<file path="src/kmle_pkg.sv">
// Package: types and constants for the leaf estimator
`default_nettype none
package kmle_pkg;
    localparam int MAX_OBS_DEF = 64;
    localparam int TW = 32;
    localparam int WW = 8;
    localparam int TAGW = 10;
    localparam int SUMW = 14;
    localparam int SW = 31;
    localparam int HW = 31;
    localparam int NUMW = SW + SUMW;
    localparam int IN_DW = 56;
    localparam int OUT_DW = 104;
    localparam logic [SW-1:0] SURV_ONE = 31'h4000_0000;
    localparam logic [HW-1:0] HAZ_MAX = 31'h7FFF_FFFF;

    typedef enum logic [2:0] {
        S_LOAD, S_RD, S_ACC, S_MUL, S_DIVS, S_DIVH, S_EMIT, S_FIN
    } t_state;
endpackage
`default_nettype wire

</file>
<file path="src/kaplan_meier_leaf_estimator_unit.sv">
// Leaf estimator top level: observation memory, group scan, divide sequencer
// Load: one observation per cycle in the load state, stored in a synchronous
// memory with one write and one read port. Curve: the scan reads each stored
// observation and checks each group boundary, then one multiply per group and,
// per event group, two restoring divides (survival, hazard) and one emit.
// Reset clears counters, sequencer and output valid; memory is not cleared.
`default_nettype none
module kaplan_meier_leaf_estimator_unit #(
    parameter int MAX_OBS = kmle_pkg::MAX_OBS_DEF
) (
    input  wire logic                        i_clk,
    input  wire logic                        i_rst_n,
    input  wire logic                        s_tvalid,
    output logic                             s_tready,
    // leaf_tag[9:0], obs_time[41:10], obs_weight[49:42], zero pad
    input  wire logic [kmle_pkg::IN_DW-1:0]  s_tdata,
    // event_flag
    input  wire logic                        s_tuser,
    input  wire logic                        s_tlast,
    output logic                             m_tvalid,
    input  wire logic                        m_tready,
    // out_leaf_tag[9:0], step_time[41:10], survival[72:42], cum_hazard[103:73]
    output logic [kmle_pkg::OUT_DW-1:0]      m_tdata,
    output logic                             m_tlast
);
    import kmle_pkg::*;

    localparam int AW = (MAX_OBS > 1) ? $clog2(MAX_OBS) : 1;
    localparam int CW = $clog2(MAX_OBS + 1);
    localparam int DCW = $clog2(NUMW);
    localparam int MW = TW + 1 + WW;

    logic [MW-1:0] mem [MAX_OBS];
    logic [MW-1:0] r_rdata;

    t_state r_state, n_state;
    logic [CW-1:0] r_cnt, n_cnt, r_p, n_p;
    logic [SUMW-1:0] r_total, n_total, r_risk, n_risk, r_sub, n_sub, r_ev, n_ev;
    logic [SUMW-1:0] r_den, n_den;
    logic [TAGW-1:0] r_tag, n_tag;
    logic [TW-1:0] r_last_t, n_last_t, r_t, n_t;
    logic r_open, n_open, r_end, n_end;
    logic [NUMW-1:0] r_num, n_num;
    logic [SUMW:0] r_rem, n_rem;
    logic [DCW-1:0] r_dc, n_dc;
    logic [SW-1:0] r_surv, n_surv, r_ps, n_ps;
    logic [HW-1:0] r_haz, n_haz, r_ph, n_ph;
    logic [TW-1:0] r_pt, n_pt;
    logic r_pend, n_pend;
    logic r_ov, n_ov, r_olast, n_olast;
    logic [TW-1:0] r_ot, n_ot;
    logic [SW-1:0] r_os, n_os;
    logic [HW-1:0] r_oh, n_oh;
    logic [TAGW-1:0] r_otag, n_otag;

    logic in_xfer, out_free, do_store;
    logic [TW-1:0] in_time, rd_time;
    logic [WW-1:0] in_w, rd_w;
    logic rd_f;
    logic [SUMW:0] sh_rem;
    logic [SUMW:0] sub_rem;
    logic [HW:0] haz_sum;

    assign in_time = s_tdata[TAGW +: TW];
    assign in_w = s_tdata[TAGW+TW +: WW];
    assign rd_time = r_rdata[MW-1 -: TW];
    assign rd_f = r_rdata[WW];
    assign rd_w = r_rdata[WW-1:0];
    assign s_tready = (r_state == S_LOAD);
    assign in_xfer = s_tvalid && s_tready;
    assign do_store = in_xfer && (r_cnt < CW'(MAX_OBS));
    assign out_free = !r_ov || m_tready;

    always_ff @(posedge i_clk) begin
        if (do_store) begin
            mem[r_cnt[AW-1:0]] <= {in_time, s_tuser, in_w};
        end
        r_rdata <= mem[r_p[AW-1:0]];
    end

    // restoring divide step
    assign sh_rem = {r_rem[SUMW-1:0], r_num[NUMW-1]};
    assign sub_rem = sh_rem - {1'b0, r_den};
    assign haz_sum = {1'b0, r_haz} + {1'b0, r_num[HW-1:0]};

    always_comb begin
        n_state = r_state; n_cnt = r_cnt; n_p = r_p; n_total = r_total;
        n_risk = r_risk; n_sub = r_sub; n_ev = r_ev; n_den = r_den;
        n_tag = r_tag; n_last_t = r_last_t; n_t = r_t; n_open = r_open;
        n_end = r_end; n_num = r_num; n_rem = r_rem; n_dc = r_dc;
        n_surv = r_surv; n_haz = r_haz; n_ps = r_ps; n_ph = r_ph; n_pt = r_pt;
        n_pend = r_pend; n_ov = r_ov && !m_tready; n_olast = r_olast;
        n_ot = r_ot; n_os = r_os; n_oh = r_oh; n_otag = r_otag;
        case (r_state)
            S_LOAD: begin
                if (in_xfer) begin
                    n_tag = s_tdata[TAGW-1:0];
                    if (do_store) begin
                        n_cnt = r_cnt + 1'b1;
                        n_total = r_total + SUMW'(in_w);
                        n_last_t = in_time;
                    end
                    if (s_tlast) begin
                        n_risk = do_store ? r_total + SUMW'(in_w) : r_total;
                        n_surv = SURV_ONE;
                        n_haz = '0;
                        n_p = '0;
                        n_open = 1'b0;
                        n_pend = 1'b0;
                        n_state = S_RD;
                    end
                end
            end
            S_RD: n_state = S_ACC;
            S_ACC: begin
                if (!r_open || rd_time == r_t) begin
                    n_open = 1'b1;
                    n_t = rd_time;
                    n_sub = (r_open ? r_sub : '0) + SUMW'(rd_w);
                    n_ev = (r_open ? r_ev : '0) + (rd_f ? SUMW'(rd_w) : '0);
                    n_p = r_p + 1'b1;
                    n_end = (n_p == r_cnt);
                    n_state = n_end ? S_MUL : S_RD;
                end else begin
                    n_end = 1'b0;
                    n_state = S_MUL;
                end
            end
            S_MUL: begin
                n_den = r_risk;
                n_num = r_surv * (r_risk - r_ev);
                n_risk = (r_risk >= r_sub) ? r_risk - r_sub : '0;
                n_open = 1'b0;
                n_rem = '0;
                n_dc = '0;
                if (r_ev != '0 && r_risk >= r_ev) begin
                    n_state = S_DIVS;
                end else begin
                    n_state = r_end ? S_FIN : S_RD;
                end
            end
            S_DIVS, S_DIVH: begin
                if (!sub_rem[SUMW]) begin
                    n_rem = sub_rem;
                end else begin
                    n_rem = sh_rem;
                end
                n_num = {r_num[NUMW-2:0], !sub_rem[SUMW]};
                n_dc = r_dc + 1'b1;
                if (r_dc == DCW'(NUMW - 1)) begin
                    n_dc = '0;
                    n_rem = '0;
                    if (r_state == S_DIVS) begin
                        n_surv = n_num[SW-1:0];
                        n_num = {{(NUMW-SUMW-24){1'b0}}, r_ev, 24'd0};
                        n_state = S_DIVH;
                    end else begin
                        n_state = S_EMIT;
                    end
                end
            end
            S_EMIT: begin
                // r_num holds the hazard increment
                if (!r_pend || out_free) begin
                    if (r_pend) begin
                        n_ov = 1'b1; n_olast = 1'b0;
                        n_ot = r_pt; n_os = r_ps; n_oh = r_ph; n_otag = r_tag;
                    end
                    n_haz = haz_sum[HW] ? HAZ_MAX : haz_sum[HW-1:0];
                    n_pend = 1'b1;
                    n_pt = r_t; n_ps = r_surv; n_ph = n_haz;
                    n_state = r_end ? S_FIN : S_RD;
                end
            end
            S_FIN: begin
                if (out_free) begin
                    n_ov = 1'b1; n_olast = 1'b1;
                    n_ot = r_pend ? r_pt : r_last_t;
                    n_os = r_pend ? r_ps : SURV_ONE;
                    n_oh = r_pend ? r_ph : '0;
                    n_otag = r_tag;
                    n_pend = 1'b0;
                    n_cnt = '0;
                    n_total = '0;
                    n_state = S_LOAD;
                end
            end
            default: n_state = S_LOAD;
        endcase
    end

    always_ff @(posedge i_clk) begin
        if (!i_rst_n) begin
            r_state <= S_LOAD; r_cnt <= '0; r_total <= '0; r_tag <= '0;
            r_pend <= 1'b0; r_ov <= 1'b0; r_p <= '0; r_dc <= '0;
        end else begin
            r_state <= n_state; r_cnt <= n_cnt; r_total <= n_total; r_tag <= n_tag;
            r_pend <= n_pend; r_ov <= n_ov; r_p <= n_p; r_dc <= n_dc;
        end
        r_risk <= n_risk; r_sub <= n_sub; r_ev <= n_ev; r_den <= n_den;
        r_last_t <= n_last_t; r_t <= n_t; r_open <= n_open; r_end <= n_end;
        r_num <= n_num; r_rem <= n_rem; r_surv <= n_surv; r_haz <= n_haz;
        r_ps <= n_ps; r_ph <= n_ph; r_pt <= n_pt; r_olast <= n_olast;
        r_ot <= n_ot; r_os <= n_os; r_oh <= n_oh; r_otag <= n_otag;
    end

    assign m_tvalid = r_ov;
    assign m_tlast = r_olast;
    assign m_tdata = {r_oh, r_os, r_ot, r_otag};
endmodule
`default_nettype wire

</file>
<file path="config.mk">
export PLATFORM = sky130hd
export DESIGN_NAME = kaplan_meier_leaf_estimator_unit
export DESIGN_NICKNAME = d
export VERILOG_FILES = /design/src/kmle_pkg.sv /design/src/kaplan_meier_leaf_estimator_unit.sv
export SDC_FILE = /design/constraint.sdc
export NUM_CORES = 2
export LEC_CHECK = 0
export BUFFER_PORTS_ARGS = -buffer_cell sky130_fd_sc_hd__buf_4
export CORE_ASPECT_RATIO = 1.75
export CORE_UTILIZATION = 35
export DETAILED_ROUTE_END_ITERATION = 16
export GPL_ROUTABILITY_DRIVEN = 1
export GPL_TIMING_DRIVEN = 0
export HOLD_SLACK_MARGIN = 0.03
export SYNTH_ARGS = -nofsm -noshare
export SYNTH_HDL_FRONTEND = slang
export SYNTH_SLANG_ARGS = --single-unit
</file>
<file path="constraint.sdc">
create_clock -name i_clk -period 8.9 [get_ports i_clk]
set_clock_uncertainty 0.1 [all_clocks]
set_input_delay 0.89 -clock i_clk [delete_from_list [all_inputs] [get_ports i_clk]]
set_output_delay 0.89 -clock i_clk [all_outputs]
set_load 0.03 [all_outputs]
</file>
==> metrics.sh <==
CAP_VIOL_MAX_COUNT=1
VIASPERCELL=5.39
TRITONCTS_NUM_SINKS=3156
FINAL_SETUP_SLACK_OF_THE_WORST_PATH_NS=-0.470
RELSLEWSLACK_PCT=1.50
CELLS_AFTER_SYNTH=7476
SETUP_TNS_NS=-3.06
DR.FIRST_ITER.DRC_COUNT=6742
SYNTH_TOP_FAMILY_BY_AREA='multiplexers'
POST-SYNTH-TOP-AREA-CELL='sky130_fd_sc_hd__edfxtp_1'
NUMPLACEDINSTANCES=13000
WORST_SETUP_PATH_END_KIND='register'
GRT-OVFL-TOTAL=0
TIGHTEST_SLEW_NS=1.46
DETAIL_ROUTE.DRC_VIOLATIONS=0
SYNTH.CELLS.MOST_FREQUENT='3,066 x sky130_fd_sc_hd__edfxtp_1, 845 x sky130_fd_sc_hd__mux4_2, 532 x sky130_fd_sc_hd__inv_1, 515 x sky130_fd_sc_hd__nand2_1, 383 x sky130_fd_sc_hd__fa_1'
IOS=169
MAPPEDNETLISTNETS=8155
SYNTH.TOP_CELLS.BY_AREA='sky130_fd_sc_hd__edfxtp_1 67%, sky130_fd_sc_hd__mux4_2 14%, sky130_fd_sc_hd__fa_1 5.5%'
CRIT_FANOUT=5
TRITONCTS.NUM_BUFFERS=286
SYNTH-SEQ-CELLS=3156
DP_HPWL_UM=290000
AREA_GROWTH_SYN_TO_LAYOUT_PCT=16.0
POST_SYNTH_AND_OR_NAND_NOR_AREA_FRACTION_PCT=4.04
SYNTH-ADDER-AREA-SHARE_PCT=7.67
SYNTH_COMPOUND_AREA_SHARE_PCT=2.39
SYNTH_EDF_COUNT=3066
NUMBER_OF_NETS_IN_THE_LAYOUT=8790
RSZ0062_AT_GRT='yes'
SYN_WARNINGS=0
ANTENNA_VIOLATIONS_BEFORE_REPAIR=29
SYNTH_FLOP_CELL='sky130_fd_sc_hd__edfxtp_1'
FIN_CELLS=13500
ROUTE.FINAL.WIRE_LENGTH_UM=414000
PLACEMENT.SETUP.WORST_SLACK_NS=-2.84
SYNTH.TOP_CELL.AREA_SHARE_PCT=66.6
SYNTHMOSTINSTANTIATEDCELL='sky130_fd_sc_hd__edfxtp_1'
CLOCK.FMAX_GHz=0.107
DETAIL_ROUTE.WL_PER_CELL_UM=30.6
DIE_X_UM=477
GRT_START_MAX_NET_PINS=67
DIE_AREA_UM2=397000
SLEW_VIOL_FINAL=0
CRIT_SLOWEST_CELL='sky130_fd_sc_hd__fa_1'
FAILED_CHECKS='max-capacitance violations, negative setup slack'
CRITICAL_PATH.STARTPOINT_TYPE='register'
CLOCK_TREE.HTREE_LEVEL_COUNT=5
YOSYS-MUX-AREA-FRACTION_PCT=14.5
FILLERS=34600
FINAL-HOLD-VIOLATION-COUNT=0
DETAILEDROUTE.FIRSTPASSITERATIONCOUNT=8
SYNTH-ASYNC-RESET-RATIO_PCT=0
WORST-ENDPOINT-REQUIRED_NS=9.38
GRT_UTIL_ALL_LAYERS_PCT=20.6
POST-ROUTE-MIN-PERIOD_NS=9.37
NUMPORTBUFFERS=161
START_UTIL_PCT=35.2
CRITICAL-PATH-MAX-STAGE-DELAY_NS=0.55
CRITPATHARRIVALTIME_NS=9.85
SYNTH_XOR_XNOR_AREA_SHARE_PCT=1.02
GRT_PASS1_VIAS=77700
CLK_ROOT_BUFFER_CELL='sky130_fd_sc_hd__clkbuf_16'
NETLIST_AREA_BEFORE_PLACEMENT_UM2=138000
SYNTHDISTINCTLIBCELLS=73
DIE_H_UM=833
ANT_NETS=0
CRITICAL_PATH.MOST_COMMON_CELL='sky130_fd_sc_hd__fa_1'
STD_CELL_ROWS=304
FINAL_LAYOUT_SIZE_SUFFIX_GT1_SHARE_PCT=23.3
CTS.CLK_SLEW.WORST_PATHS_NS=0.07
AREA.SEQUENTIAL_UM2=93900
GPL.FINAL_WEIGHTED_CONGESTION=0.939
POST_CTS_HOLD_BUFFER_COUNT=0
POSTSYNTHAREAPERCELL_UM2=18.5
CORE_REGION_UM2=392000
GRT_PASS1_WL_UM=579000
PROPORTION_OF_SYNTHESIZED_CHIP_AREA_IN_SEQUENTIAL_CELLS_PCT=67.9
CLOCK_PATH_BUFFERS=4
CLOCK_TREE_FROM_TRITONCTS='built'
MULTIINPUTGATEAREA_UM2=42500
SETUP-VIOLATIONS-FINAL=14
CLASS_OF_THE_WORST_HOLD_PATH='in -> reg'
CLOCK_INSERTION_DELAY_AT_THE_LATER_PIN_OF_THE_SKEW_REPORT_NS=0.89
TIMING.FINAL.CRIT_SHARE_PCT=105
WORSTSETUPPATHTYPE='reg -> reg'
RUN_STATUS='finished with violations'
VIAS=73100
==> critical path: cells and delay by family (launching register included) <==
kind | cells | cell delay [ns]
compound gates | 16 | 3.15
simple gates | 2 | 0.29
xor+xnor | 2 | 0.41
fa+ha+maj | 9 | 3.81
flops | 1 | 0.47
buf+inv | 7 | 0.81
==> layer usage <==
metal / global-route usage [%] / vias to the layer above / share of wire (%)
li1: - / 30100 / -
met1: 21.1 / 39000 / 33
met2: 39.7 / 2943 / 55
met3: 2.74 / 951 / 5.3
met4: 11.6 / 22 / 6.7
met5: 0 / - / 0.032
==> final cells by class <==
cell class | instances | area share (%)
diodes | 12 | 0.0187
plain buffers | 343 | 0.914
multi-input cells | 3438 | 26.5
well taps | 5202 | 4.06
clock inverters | 153 | 1.02
repair buffers | 352 | 2.91
clock buffers | 356 | 4.77
flip-flops and latches | 3156 | 58.6
inverters | 534 | 1.25
==> flip-flops by register name, summed over array words and instances, names as in the netlist, 10 cells and up <==
register / flops
r_den: 14
r_t: 32
r_risk: 14
r_ps: 31
r_tag: 10
r_sub: 14
r_ot: 32
r_os: 31
r_otag: 10
r_rem: 14
mem: 2624
r_haz: 31
r_ph: 31
r_ev: 14
r_last_t: 32
r_num: 45
r_total: 14
r_rdata: 41
r_oh: 31
r_surv: 31
r_pt: 32
==> kinds of logic (layout without fill, tap and decap cells) <==
group | Yosys count | after routing
DFF | 3156 | 3156
and+or+nand+nor | 1195 | 1195
muxes | 945 | 945
buffers and inverters | 882 | 1738
adders and majority gates | 617 | 617
AOI/OAI and AO/OA | 520 | 520
xor gates and xnor gates | 161 | 161
other | 0 | 12
==> final timing paths <==
path                    startpoint               endpoint  slack [ns]  depth (start not counted)
max              r_ev[0]$_DFFE_PP_    r_num[44]$_DFFE_PP_       -0.47                         36
min                     s_tdata[1]  r_tag[1]$_SDFFE_PN0P_        0.16                          3
max reg2reg      r_ev[0]$_DFFE_PP_    r_num[44]$_DFFE_PP_       -0.47                         36
min reg2reg  r_tag[6]$_SDFFE_PN0P_    r_otag[6]$_DFFE_PP_        0.32                          0
==> stage by stage <==
stage | utilization, % | hold WS, ns | area (µm²)
floorplan | - | 0.308 | 138000
global placement | 37.2 | 0.312 | 146000
detailed placement | 38.1 | 0.312 | 149000
CTS | 40.8 | 0.0969 | 160000
global route | 40.9 | 0.148 | 160000
finish | 40.9 | 0.161 | 160000
==> cell usage in the layout, fill, tap and decap left out, types with 69 or more instances in the layout <==
cell type                   instances
sky130_fd_sc_hd__fa_1             373
sky130_fd_sc_hd__xnor2_1           69
sky130_fd_sc_hd__clkbuf_16        297
sky130_fd_sc_hd__nand2_1          512
sky130_fd_sc_hd__buf_4            190
sky130_fd_sc_hd__and2_1           221
sky130_fd_sc_hd__ha_1             216
sky130_fd_sc_hd__buf_1             69
sky130_fd_sc_hd__o21ai_0           97
sky130_fd_sc_hd__mux4_2           845
sky130_fd_sc_hd__a21oi_1          131
sky130_fd_sc_hd__clkbuf_1         280
sky130_fd_sc_hd__nor2_1           144
sky130_fd_sc_hd__buf_12           122
sky130_fd_sc_hd__edfxtp_1        3066
sky130_fd_sc_hd__inv_1            520
sky130_fd_sc_hd__dfxtp_1           90
==> repair_timing <==
item / 4_1_cts / 5_1_grt
setup endpoints to repair: 33 / 25
cloned: 2 / 0
resized for setup: 198 / 81
setup buffers: 37 / 12
pin swaps: 68 / 55
Power is not shown: default switching activity piles up to over one toggle a cycle in this logic, so the estimate is an artifact.
